### config.mk
export PLATFORM = sky130hd
export DESIGN_NAME = gain_ramp_soft_clip
export DESIGN_NICKNAME = d
export VERILOG_FILES = /design/src/grsc_pkg.sv /design/src/gain_ramp_soft_clip.sv /design/src/grsc_lane.sv /design/src/grsc_datapath.sv /design/src/grsc_ctrl.sv
export SDC_FILE = /design/constraint.sdc
export NUM_CORES = 2
export LEC_CHECK = 0
export BUFFER_PORTS_ARGS = -buffer_cell sky130_fd_sc_hd__buf_2
export CORE_MARGIN = 8
export CORE_UTILIZATION = 40
export DETAILED_ROUTE_END_ITERATION = 7
export MAX_ROUTING_LAYER = met4
export PLACE_DENSITY = 0.66
export SLEW_MARGIN = 0
export SYNTH_ARGS = -nofsm -noshare
export SYNTH_HDL_FRONTEND = slang
export SYNTH_HIERARCHICAL = 1
export SYNTH_SLANG_ARGS = --single-unit
### constraint.sdc
create_clock -name clk -period 40.9 [get_ports clk]
set_input_delay 4.09 -clock clk [delete_from_list [all_inputs] [get_ports clk]]
set_output_delay 4.09 -clock clk [all_outputs]
set_load 0.01 [all_outputs]
### src/grsc_pkg.sv
// ---------------------------------------------------------------------------
// grsc_pkg
// Shared widths, constants and controller/datapath interface types for the
// gain ramp and soft clipper.
// ---------------------------------------------------------------------------
package grsc_pkg;

  localparam int MAX_LANES_DEF = 8;

  localparam int SAMPLE_W = 24;
  localparam int GAIN_W   = 20;
  localparam int CC_W     = 4;
  localparam int CFG_IDX_W = 2;

  localparam int PROD_W = SAMPLE_W + GAIN_W + 1;
  localparam int P_W    = PROD_W - 16;
  localparam int MAG_W  = P_W - 1;
  localparam int REM_W  = MAG_W + 2;
  localparam int QUO_W  = 21;

  localparam int DIV_STEPS = QUO_W;
  localparam int DIV_CNT_W = 5;

  localparam logic [CFG_IDX_W-1:0] REG_TARGET_GAIN   = 2'd0;
  localparam logic [CFG_IDX_W-1:0] REG_RAMP_STEP     = 2'd1;
  localparam logic [CFG_IDX_W-1:0] REG_CHANNEL_COUNT = 2'd2;

  localparam logic [GAIN_W-1:0]   UNITY_GAIN     = 20'd65536;
  localparam logic [GAIN_W-1:0]   RAMP_STEP_RST  = 20'd64;
  localparam logic [CC_W-1:0]     CHANNELS_RST   = 4'd2;
  localparam logic [SAMPLE_W-1:0] KNEE_Q23       = 24'd6291456;
  localparam logic [SAMPLE_W-1:0] Q23_MAX        = 24'h7FFFFF;
  localparam logic [SAMPLE_W-1:0] Q23_MIN        = 24'h800000;
  localparam logic [PROD_W-1:0]   ROUND_HALF     = 45'd32768;
  localparam logic [REM_W-1:0]    FULL_SCALE     = 30'd8388608;

  typedef struct packed {
    logic load;
    logic mul_en;
    logic div_step;
    logic out_load;
  } grsc_cmd_t;

  typedef struct packed {
    logic out_free;
    logic boost;
  } grsc_status_t;

endpackage

### src/gain_ramp_soft_clip.sv
// ---------------------------------------------------------------------------
// gain_ramp_soft_clip
// Frame gain with a per-frame ramp toward a target, a soft clipper above
// unity gain and saturation otherwise.
//
//   channel  dir  handshake             payload
//   in_      in   in_tvalid/in_tready   in_tdata: sample_0..sample_7
//   out_     out  out_tvalid/out_tready out_tdata: out_0..out_7
//   cfg_     in   cfg_valid/cfg_ready   cfg_index, cfg_data
//
// After acceptance the frame is multiplied lane by lane, the per-lane fold
// divider runs when the gain is above unity, and the output register then
// loads; the next frame is taken only after that load, so the block does not
// accept a new frame before the last one is handed over. One shared
// multiplier serves all lanes.
// Reset is synchronous, active low; the gain starts at zero and jumps to the
// target on the first frame. A stalled output holds its transaction while the
// next frame is processed; that frame then waits for the output register and
// the input stays stalled until it is handed over.
// ---------------------------------------------------------------------------
module gain_ramp_soft_clip #(
  parameter int MAX_LANES = grsc_pkg::MAX_LANES_DEF
) (
  input  logic                                     clk,
  input  logic                                     rst_n,
  input  logic                                     in_tvalid,
  output logic                                     in_tready,
  // sample_0 .. sample_7, 24 bits each, lowest bits first
  input  logic [MAX_LANES*grsc_pkg::SAMPLE_W-1:0]  in_tdata,
  output logic                                     out_tvalid,
  input  logic                                     out_tready,
  // out_0 .. out_7, 24 bits each, lowest bits first
  output logic [MAX_LANES*grsc_pkg::SAMPLE_W-1:0]  out_tdata,
  input  logic                                     cfg_valid,
  output logic                                     cfg_ready,
  input  logic [grsc_pkg::CFG_IDX_W-1:0]           cfg_index,
  input  logic [grsc_pkg::GAIN_W-1:0]              cfg_data
);

  localparam int LANE_W = (MAX_LANES > 1) ? $clog2(MAX_LANES) : 1;

  grsc_pkg::grsc_cmd_t    cmd;
  grsc_pkg::grsc_status_t st;
  logic [LANE_W-1:0]      mul_idx;

  assign cfg_ready = 1'b1;

  grsc_ctrl #(
    .MAX_LANES (MAX_LANES),
    .LANE_W    (LANE_W)
  ) u_ctrl (
    .clk       (clk),
    .rst_n     (rst_n),
    .in_tvalid (in_tvalid),
    .in_tready (in_tready),
    .st        (st),
    .cmd       (cmd),
    .mul_idx   (mul_idx)
  );

  grsc_datapath #(
    .MAX_LANES (MAX_LANES),
    .LANE_W    (LANE_W)
  ) u_datapath (
    .clk        (clk),
    .rst_n      (rst_n),
    .cmd        (cmd),
    .mul_idx    (mul_idx),
    .st         (st),
    .in_tdata   (in_tdata),
    .cfg_valid  (cfg_valid),
    .cfg_index  (cfg_index),
    .cfg_data   (cfg_data),
    .out_tvalid (out_tvalid),
    .out_tready (out_tready),
    .out_tdata  (out_tdata)
  );

endmodule

### src/grsc_lane.sv
// ---------------------------------------------------------------------------
// grsc_lane
// One output lane: takes the rounded product, saturates it or sets up the
// soft-clip fold, and runs the fold's restoring divider one bit per step.
// ---------------------------------------------------------------------------
module grsc_lane (
  input  logic                                  clk,
  input  logic                                  load,
  input  logic                                  active,
  input  logic                                  boost,
  input  logic                                  step,
  input  logic signed [grsc_pkg::P_W-1:0]       p,
  output logic        [grsc_pkg::SAMPLE_W-1:0]  res
);

  logic                              neg;
  logic [grsc_pkg::P_W-1:0]          m_full;
  logic [grsc_pkg::MAG_W-1:0]        m;
  logic                              over_knee;
  logic [grsc_pkg::MAG_W-1:0]        d;
  logic [grsc_pkg::REM_W-1:0]        d4;
  logic [grsc_pkg::SAMPLE_W-1:0]     sat;
  logic [grsc_pkg::REM_W:0]          rem2;
  logic [grsc_pkg::SAMPLE_W-1:0]     fold_mag;

  logic                              clip_r;
  logic                              neg_r;
  logic [grsc_pkg::REM_W-1:0]        rem_r;
  logic [grsc_pkg::REM_W-1:0]        den_r;
  logic [grsc_pkg::QUO_W-1:0]        quo_r;
  logic [grsc_pkg::SAMPLE_W-1:0]     res_r;

  always_comb begin
    neg       = p[grsc_pkg::P_W-1];
    m_full    = neg ? (~p + 1'b1) : p;
    m         = m_full[grsc_pkg::MAG_W-1:0];
    over_knee = m > grsc_pkg::MAG_W'(grsc_pkg::KNEE_Q23);
    d         = m - grsc_pkg::MAG_W'(grsc_pkg::KNEE_Q23);
    d4        = {d, 2'b00};
    if (p > grsc_pkg::P_W'(signed'(grsc_pkg::Q23_MAX))) begin
      sat = grsc_pkg::Q23_MAX;
    end else if (p < signed'(grsc_pkg::P_W'(signed'(grsc_pkg::Q23_MIN)))) begin
      sat = grsc_pkg::Q23_MIN;
    end else begin
      sat = p[grsc_pkg::SAMPLE_W-1:0];
    end
    rem2     = {rem_r, 1'b0};
    fold_mag = grsc_pkg::KNEE_Q23 + grsc_pkg::SAMPLE_W'(quo_r);
    res      = clip_r ? (neg_r ? (~fold_mag + 1'b1) : fold_mag) : res_r;
  end

  always_ff @(posedge clk) begin
    if (load) begin
      clip_r <= active & boost & over_knee;
      neg_r  <= neg;
      rem_r  <= d4;
      den_r  <= d4 + grsc_pkg::FULL_SCALE;
      quo_r  <= '0;
      if (!active) begin
        res_r <= '0;
      end else if (boost) begin
        res_r <= p[grsc_pkg::SAMPLE_W-1:0];
      end else begin
        res_r <= sat;
      end
    end else if (step && clip_r) begin
      if (rem2 >= {1'b0, den_r}) begin
        rem_r <= grsc_pkg::REM_W'(rem2 - {1'b0, den_r});
        quo_r <= {quo_r[grsc_pkg::QUO_W-2:0], 1'b1};
      end else begin
        rem_r <= rem2[grsc_pkg::REM_W-1:0];
        quo_r <= {quo_r[grsc_pkg::QUO_W-2:0], 1'b0};
      end
    end
  end

endmodule

### src/grsc_datapath.sv
// ---------------------------------------------------------------------------
// grsc_datapath
// Configuration registers, gain ramp, frame buffer, shared multiplier,
// lane array and output register.
// ---------------------------------------------------------------------------
module grsc_datapath #(
  parameter int MAX_LANES = grsc_pkg::MAX_LANES_DEF,
  parameter int LANE_W    = (MAX_LANES > 1) ? $clog2(MAX_LANES) : 1
) (
  input  logic                                        clk,
  input  logic                                        rst_n,
  input  grsc_pkg::grsc_cmd_t                         cmd,
  input  logic [LANE_W-1:0]                           mul_idx,
  output grsc_pkg::grsc_status_t                      st,
  input  logic [MAX_LANES*grsc_pkg::SAMPLE_W-1:0]     in_tdata,
  input  logic                                        cfg_valid,
  input  logic [grsc_pkg::CFG_IDX_W-1:0]              cfg_index,
  input  logic [grsc_pkg::GAIN_W-1:0]                 cfg_data,
  output logic                                        out_tvalid,
  input  logic                                        out_tready,
  output logic [MAX_LANES*grsc_pkg::SAMPLE_W-1:0]     out_tdata
);

  logic [grsc_pkg::GAIN_W-1:0]   target_r;
  logic [grsc_pkg::GAIN_W-1:0]   step_r;
  logic [grsc_pkg::CC_W-1:0]     cc_r;
  logic [grsc_pkg::GAIN_W-1:0]   gain_r;
  logic [grsc_pkg::GAIN_W-1:0]   gain_nxt;
  logic                          started_r;
  logic [grsc_pkg::GAIN_W:0]     gain_sum;
  logic [grsc_pkg::GAIN_W-1:0]   gain_diff;

  logic [grsc_pkg::SAMPLE_W-1:0] samp_r [MAX_LANES];
  logic signed [grsc_pkg::PROD_W-1:0] prod_r;
  logic signed [grsc_pkg::PROD_W-1:0] prod_rnd;
  logic                          post_en_r;
  logic [LANE_W-1:0]             post_idx_r;
  logic                          boost_r;

  logic [grsc_pkg::SAMPLE_W-1:0] lane_res [MAX_LANES];
  logic [grsc_pkg::SAMPLE_W-1:0] out_r    [MAX_LANES];
  logic                          out_valid_r;

  always_ff @(posedge clk) begin
    if (!rst_n) begin
      target_r <= grsc_pkg::UNITY_GAIN;
      step_r   <= grsc_pkg::RAMP_STEP_RST;
      cc_r     <= grsc_pkg::CHANNELS_RST;
    end else if (cfg_valid) begin
      case (cfg_index)
        grsc_pkg::REG_TARGET_GAIN:   target_r <= cfg_data;
        grsc_pkg::REG_RAMP_STEP:     step_r   <= cfg_data;
        grsc_pkg::REG_CHANNEL_COUNT: cc_r     <= cfg_data[grsc_pkg::CC_W-1:0];
        default: ;
      endcase
    end
  end

  always_comb begin
    gain_sum  = {1'b0, gain_r} + {1'b0, step_r};
    gain_diff = gain_r - target_r;
    gain_nxt  = gain_r;
    if (!started_r) begin
      gain_nxt = target_r;
    end else if (gain_r < target_r) begin
      gain_nxt = (gain_sum > {1'b0, target_r}) ? target_r : gain_sum[grsc_pkg::GAIN_W-1:0];
    end else if (gain_r > target_r) begin
      gain_nxt = (step_r > gain_diff) ? target_r : (gain_r - step_r);
    end
  end

  always_ff @(posedge clk) begin
    if (!rst_n) begin
      gain_r    <= '0;
      started_r <= 1'b0;
      boost_r   <= 1'b0;
    end else if (cmd.load) begin
      gain_r    <= gain_nxt;
      started_r <= 1'b1;
      boost_r   <= gain_nxt > grsc_pkg::UNITY_GAIN;
    end
  end

  always_ff @(posedge clk) begin
    if (cmd.load) begin
      for (int j = 0; j < MAX_LANES; j++) begin
        samp_r[j] <= in_tdata[j*grsc_pkg::SAMPLE_W +: grsc_pkg::SAMPLE_W];
      end
    end
    if (cmd.mul_en) begin
      prod_r     <= $signed(samp_r[mul_idx]) * $signed({1'b0, gain_r});
      post_idx_r <= mul_idx;
    end
  end

  always_ff @(posedge clk) begin
    if (!rst_n) begin
      post_en_r <= 1'b0;
    end else begin
      post_en_r <= cmd.mul_en;
    end
  end

  assign prod_rnd = prod_r + signed'(grsc_pkg::ROUND_HALF);

  for (genvar j = 0; j < MAX_LANES; j++) begin : g_lane
    grsc_lane u_lane (
      .clk    (clk),
      .load   (post_en_r && (post_idx_r == LANE_W'(j))),
      .active ((grsc_pkg::CC_W)'(j) < cc_r),
      .boost  (boost_r),
      .step   (cmd.div_step),
      .p      (prod_rnd[grsc_pkg::PROD_W-1:16]),
      .res    (lane_res[j])
    );
  end

  always_ff @(posedge clk) begin
    if (!rst_n) begin
      out_valid_r <= 1'b0;
    end else if (cmd.out_load) begin
      out_valid_r <= 1'b1;
    end else if (out_tready) begin
      out_valid_r <= 1'b0;
    end
  end

  always_ff @(posedge clk) begin
    if (cmd.out_load) begin
      for (int j = 0; j < MAX_LANES; j++) begin
        out_r[j] <= lane_res[j];
      end
    end
  end

  always_comb begin
    for (int j = 0; j < MAX_LANES; j++) begin
      out_tdata[j*grsc_pkg::SAMPLE_W +: grsc_pkg::SAMPLE_W] = out_r[j];
    end
  end

  assign out_tvalid  = out_valid_r;
  assign st.out_free = !out_valid_r || out_tready;
  assign st.boost    = boost_r;

`ifndef ASSERT_OFF
  a_gain_holds: assert property (@(posedge clk) disable iff (!rst_n)
    !cmd.load |=> $stable(gain_r))
    else $error("gain changed without a frame");

  a_ramp_up_bounded: assert property (@(posedge clk) disable iff (!rst_n)
    (cmd.load && started_r && (gain_r < target_r)) |=>
      (gain_r <= $past(target_r)) && (gain_r >= $past(gain_r)))
    else $error("upward ramp overshot the target");

  a_ramp_down_bounded: assert property (@(posedge clk) disable iff (!rst_n)
    (cmd.load && started_r && (gain_r > target_r)) |=>
      (gain_r >= $past(target_r)) && (gain_r <= $past(gain_r)))
    else $error("downward ramp overshot the target");
`endif

endmodule

### src/grsc_ctrl.sv
// ---------------------------------------------------------------------------
// grsc_ctrl
// Frame sequencer: accept, multiply lane by lane, run the fold divider when
// the gain is above unity, then hand the frame to the output register.
// ---------------------------------------------------------------------------
module grsc_ctrl #(
  parameter int MAX_LANES = grsc_pkg::MAX_LANES_DEF,
  parameter int LANE_W    = (MAX_LANES > 1) ? $clog2(MAX_LANES) : 1
) (
  input  logic                    clk,
  input  logic                    rst_n,
  input  logic                    in_tvalid,
  output logic                    in_tready,
  input  grsc_pkg::grsc_status_t  st,
  output grsc_pkg::grsc_cmd_t     cmd,
  output logic [LANE_W-1:0]       mul_idx
);

  localparam logic [2:0] S_IDLE  = 3'd0;
  localparam logic [2:0] S_MUL   = 3'd1;
  localparam logic [2:0] S_DRAIN = 3'd2;
  localparam logic [2:0] S_DIV   = 3'd3;
  localparam logic [2:0] S_DONE  = 3'd4;

  localparam logic [LANE_W-1:0] LAST_LANE = LANE_W'(MAX_LANES - 1);
  localparam logic [grsc_pkg::DIV_CNT_W-1:0] LAST_STEP =
    grsc_pkg::DIV_CNT_W'(grsc_pkg::DIV_STEPS - 1);

  logic [2:0]                        state_r, state_nxt;
  logic [LANE_W-1:0]                 idx_r, idx_nxt;
  logic [grsc_pkg::DIV_CNT_W-1:0]    cnt_r, cnt_nxt;

  always_comb begin
    state_nxt    = state_r;
    idx_nxt      = idx_r;
    cnt_nxt      = cnt_r;
    cmd.load     = 1'b0;
    cmd.mul_en   = 1'b0;
    cmd.div_step = 1'b0;
    cmd.out_load = 1'b0;
    case (state_r)
      S_IDLE: begin
        if (in_tvalid) begin
          cmd.load  = 1'b1;
          idx_nxt   = '0;
          state_nxt = S_MUL;
        end
      end
      S_MUL: begin
        cmd.mul_en = 1'b1;
        idx_nxt    = idx_r + 1'b1;
        if (idx_r == LAST_LANE) begin
          state_nxt = S_DRAIN;
        end
      end
      S_DRAIN: begin
        cnt_nxt   = '0;
        state_nxt = st.boost ? S_DIV : S_DONE;
      end
      S_DIV: begin
        cmd.div_step = 1'b1;
        cnt_nxt      = cnt_r + 1'b1;
        if (cnt_r == LAST_STEP) begin
          state_nxt = S_DONE;
        end
      end
      S_DONE: begin
        if (st.out_free) begin
          cmd.out_load = 1'b1;
          state_nxt    = S_IDLE;
        end
      end
      default: state_nxt = S_IDLE;
    endcase
  end

  always_ff @(posedge clk) begin
    if (!rst_n) begin
      state_r <= S_IDLE;
      idx_r   <= '0;
      cnt_r   <= '0;
    end else begin
      state_r <= state_nxt;
      idx_r   <= idx_nxt;
      cnt_r   <= cnt_nxt;
    end
  end

  assign in_tready = (state_r == S_IDLE);
  assign mul_idx   = idx_r;

`ifndef ASSERT_OFF
  a_load_only_when_free: assert property (@(posedge clk) disable iff (!rst_n)
    cmd.out_load |-> st.out_free)
    else $error("output register overwritten");

  a_load_starts_mul: assert property (@(posedge clk) disable iff (!rst_n)
    cmd.load |=> (cmd.mul_en && (mul_idx == '0)))
    else $error("frame accepted without starting multiplication");
`endif

endmodule

==> results.txt <==
----------------------------------------------------
[Run status]
  Outcome ... complete, no violations

[Clocking]
  Root Driver ... clkbuf_16
  Number of clock buffers inserted by TritonCTS ... about 160
  Longest Clk Path Bufs ... 3
  Post-cts sizing count ... 0
  # Post-CTS Setup Buffers ... 0
  Worst-skew pair later-pin latency ... 0.85 ns
  Register clock-pin slew on the reported worst setup and hold paths ... around 0.060 ns
  Hold-fix buffer count after cts ... 0
  H-tree levels ... 4
  TritonCTS clock tree ... done
  Clock sink total ... 1,320

[Timing]
  Fin Clk Skew ... 0.0616 ns
  Tightest slew margin relative to the limit ... 0.0970
  Setup repair after global routing missed its margin ... false
  Final worst setup slack ... approximately 32 ns
  Hold violation total from the final report ... 0
  Number of failing setup endpoints in the final timing report ... 0
  Share of the clock period used by the worst path after layout ... 0.228
  Slew of the pin with the lowest slew margin ... roughly 1.3 ns
  Sum of negative setup slack ... 0 ns
  Tmin final ... ~9.3 ns
  Final-report max-slew violation count ... 0
  Max Freq ... 107 MHz

[Setup path]
  Element type at the critical path start ... register
  Biggest fanout along the worst timing path ... 36
  Required @ worst endpoint ... 41.44 ns
  Crit Path Class ... reg2reg
  Type of element capturing the critical path ... register
  Max stage delay on crit path ... 0.91 ns
  CP max-delay cell ... fa_1
  Top cell by count, worst path ... fa_1
  Arrival time at the worst endpoint ... 9.86 ns

[Run]
  MaxCap Viol Count ... 0

[Synthesis]
  Cell area after technology mapping ... between 100,000 and 150,000 sq um
  Syn_nets ... approximately 11k
  FF+latch count, synth ... 1,320
  Part of the Yosys area used for sequential elements ... 0.371
  Cells after Synth ... 10.1k
  Fraction of synthesis flops using an asynchronous set or reset pin ... 0
  Cell variety after synth ... 118
  Most frequently used flop master after synthesis ... edfxtp_1
  Number of enable flip-flop cells after synthesis ... 1,073
  Avg Cell Area, Syn ... 9.95 sq um
  Synthesis warning total ... 6

[Detailed routing]
  Initial detailed-routing violation count ... 7,231
  DRC errors left ... 0
  Detailed-routing iteration count for the pre-antenna-repair pass ... 6
  Routed wire length per instance ... 21.5 um
  Vias after detailed routing ... roughly 79k
  Total wire length after detailed routing ... 296 mm
  Routed via count divided by cell count ... between 5 and 6
  Antenna violation net count after detailed routing ... 0

[Global routing]
  Total track usage ... 0.219
  Vias in the first global route ... 78.4k
  Global-route wire length before repair ... approximately 460 mm
  Antenna violations before repair ... 12
  Maximum number of pins on one net before global-route repair ... 84
  Grt total ovfl ... 0

[Power and ir drop]
  Switching power total ... just under 5 mW
  Combinational Power Share ... 0.661
  Portion of total power attributed to the clock network ... 0.141
  IR drop worst, VDD ... 0.159 mV
  Leakage dissipation ... 44.8 nW
  Switching share of power ... 0.483
  Cell Int Power ... 5.26 mW
  Register share of total power ... 0.198
  Power density over the cells ... 91.4 nW/um^2

[Floorplanning]
  IO Pins ... ~410
  Die extent in y ... between 500 and 600 um
  Placement row count ... 183
  Area of the die ... ~270,000 sq um
  Initial Utilization ... 0.402
  Die span in x ... 516 um
  Area inside the core boundary ... ~250,000 sq um

[Placed design]
  DP HPWL ... 208 mm
  Routability congestion estimate ... 0.942
  Dpl cell area ... approximately 110,000 sq um
  Post-place setup slack ... between 30 and 40 ns
  Count of buffers from port buffering ... 412

[Finish]
  Final instance area ... ~110,000 sq um
  FILL cells ... roughly 23k
  Fraction of layout cells with a size suffix above 1 ... 0.119
  Final net count ... 11.5k
  Syn-to-layout area delta ... 11.4%

[Hold path]
  Min-Delay Path Class ... reg2reg

----------------------------------------------------
[metrics by stage]
step | utilization | power [mW] | hold WS (ns) | cells
floorplan | - | 6.96 | 0.436 | 10100
global placement | 0.426 | 8.58 | 0.409 | 13500
CTS | 0.448 | 10.2 | 0.429 | 13800
detailed placement | 0.426 | 8.74 | 0.415 | 13500
global route | 0.448 | 11.0 | 0.438 | 13800
finish | 0.448 | 10.2 | 0.428 | 13800
[power by group through the flow]
stage / Combinational [mW] / Clock, mW / Sequential (mW)
3_5_place_dp: 6.70 / 0 / 2.04
6_report: 6.74 / 1.44 / 2.01
4_1_cts: 6.74 / 1.47 / 2.01
2_1_floorplan: 4.95 / 0 / 2.02
5_1_grt: 7.47 / 1.52 / 2.03
3_3_place_gp: 6.54 / 0 / 2.04
[final timing paths]
path,startpoint,to,slack (ns),cells after the start
worst max-delay path,u_ctrl/mul_idx[0],u_datapath/prod_r[43],31.58,27
worst min-delay path,u_ctrl/mul_idx[1],u_datapath/post_idx_r[1],0.43,0
worst max register to register,u_ctrl/mul_idx[0],u_datapath/prod_r[43],31.58,27
worst min register to register,u_ctrl/mul_idx[1],u_datapath/post_idx_r[1],0.43,0
[cell usage after synthesis (22+ instances only)]
cell type     n  area (sq um)
o311ai_0     89           780
nand2b_1    152           951
and2_1      193          1210
or2_2        53           332
o41ai_1      50           438
or4_1        77           578
dfxtp_1     247          4940
buf_1        22          82.6
a31oi_1      96           601
nand2_1     937          3520
mux2i_1      84           841
nor4_1       25           156
a211oi_1     47           353
nor2_1      599          2250
fa_1        501         10000
xor2_1      321          2810
nand3_1     147           736
mux4_2       46          1040
a22o_1      155          1360
a21boi_0    200          1500
o211a_1      23           230
a2111oi_0    26           228
a221oi_1     29           254
nand4_1     196          1230
a21o_1      137          1030
a21oi_1     472          2360
xnor2_1     366          3210
nor2b_1     223          1400
o41ai_2      25           407
o31ai_1     156          1170
or3_1        94           588
o21ai_0     395          1980
mux2_2       60           676
edfxtp_1   1073         32200
clkbuf_1    414          1550
a41oi_1      37           324
buf_2        33           165
o31a_1       33           289
and3_1       48           300
inv_1       969          3640
nor3_1      158           791
o21a_1       72           541
o211ai_1     51           383
ha_1        485          6070
[layout make-up]
cell class	count	area, sq um	share of cell area
Timing Repair Buffer	587	3430	0.0307
Multi-Input combinational cell	7269	57700	0.517
Clock buffer	202	4280	0.0384
Tap cell	3330	4170	0.0374
Antenna cell	8	20.0	0.000180
Sequential cell	1320	37200	0.333
Clock inverter	93	1060	0.00949
Inverter	981	3680	0.0330
[worst max-delay path: cells and delay by family (launching register included)]
family                   cells  cell delay, ns
adder cells (fa/ha/maj)      8            4.47
flip-flops                   1            0.54
multiplexers                 2            1.04
buffers and inverters        5            0.94
AO/OA/AOI/OAI                8            1.47
AND/OR/NAND/NOR              4            0.48
[registers in the layout, summed over array words and instances (netlist names), 3 cells and up]
signal	count
u_ctrl/mul_idx	3
u_ctrl/cnt_r	5
u_ctrl/state_r	3
u_datapath/g_lane.u_lane/rem_r	224
u_datapath/step_r	20
u_datapath/g_lane.u_lane/neg_r	8
u_datapath/cc_r	4
u_datapath/g_lane.u_lane/den_r	224
u_datapath/samp_r	192
u_datapath/out_r	192
u_datapath/prod_r	30
u_datapath/g_lane.u_lane/res_r	192
u_datapath/post_idx_r	3
u_datapath/g_lane.u_lane/clip_r	8
u_datapath/target_r	20
u_datapath/gain_r	20
u_datapath/g_lane.u_lane/quo_r	168
[per-layer routing]
metal	global-route usage	routed length, um	up-vias
li1	-	-	36400
met1	0.295	130000	38900
met2	0.344	134000	3184
met3	0.0357	22900	592
met4	0.0643	8980	0
met5	-	0	-
[logic make-up (layout without fill, tap and decap cells)]
family | count (synthesis) | count (layout) | synth area share
simple gates | 3072 | 3072 | 0.158
compound gates | 2304 | 2304 | 0.162
buf+inv | 1478 | 1863 | 0.0572
flops | 1320 | 1320 | 0.371
fa+ha+maj | 986 | 986 | 0.161
xor+xnor | 713 | 713 | 0.0651
mux | 193 | 193 | 0.0262
other cells | 1 | 9 | 0.0000374
[cells in the final DEF, fill, tap and decap left out, types with 147 or more instances in the layout]
master / instances
edfxtp_1: 1073
inv_1: 968
nand2_1: 937
nor2_1: 593
fa_1: 501
ha_1: 484
a21oi_1: 471
buf_2: 412
o21ai_0: 395
xnor2_1: 345
xor2_1: 314
dfxtp_1: 242
nor2b_1: 223
a21boi_0: 200
nand4_1: 196
and2_1: 192
buf_4: 171
clkbuf_16: 161
nor3_1: 155
a22o_1: 155
nand2b_1: 152
o31ai_1: 148
nand3_1: 147
No activity file was read; power rests on OpenSTA's default activity.
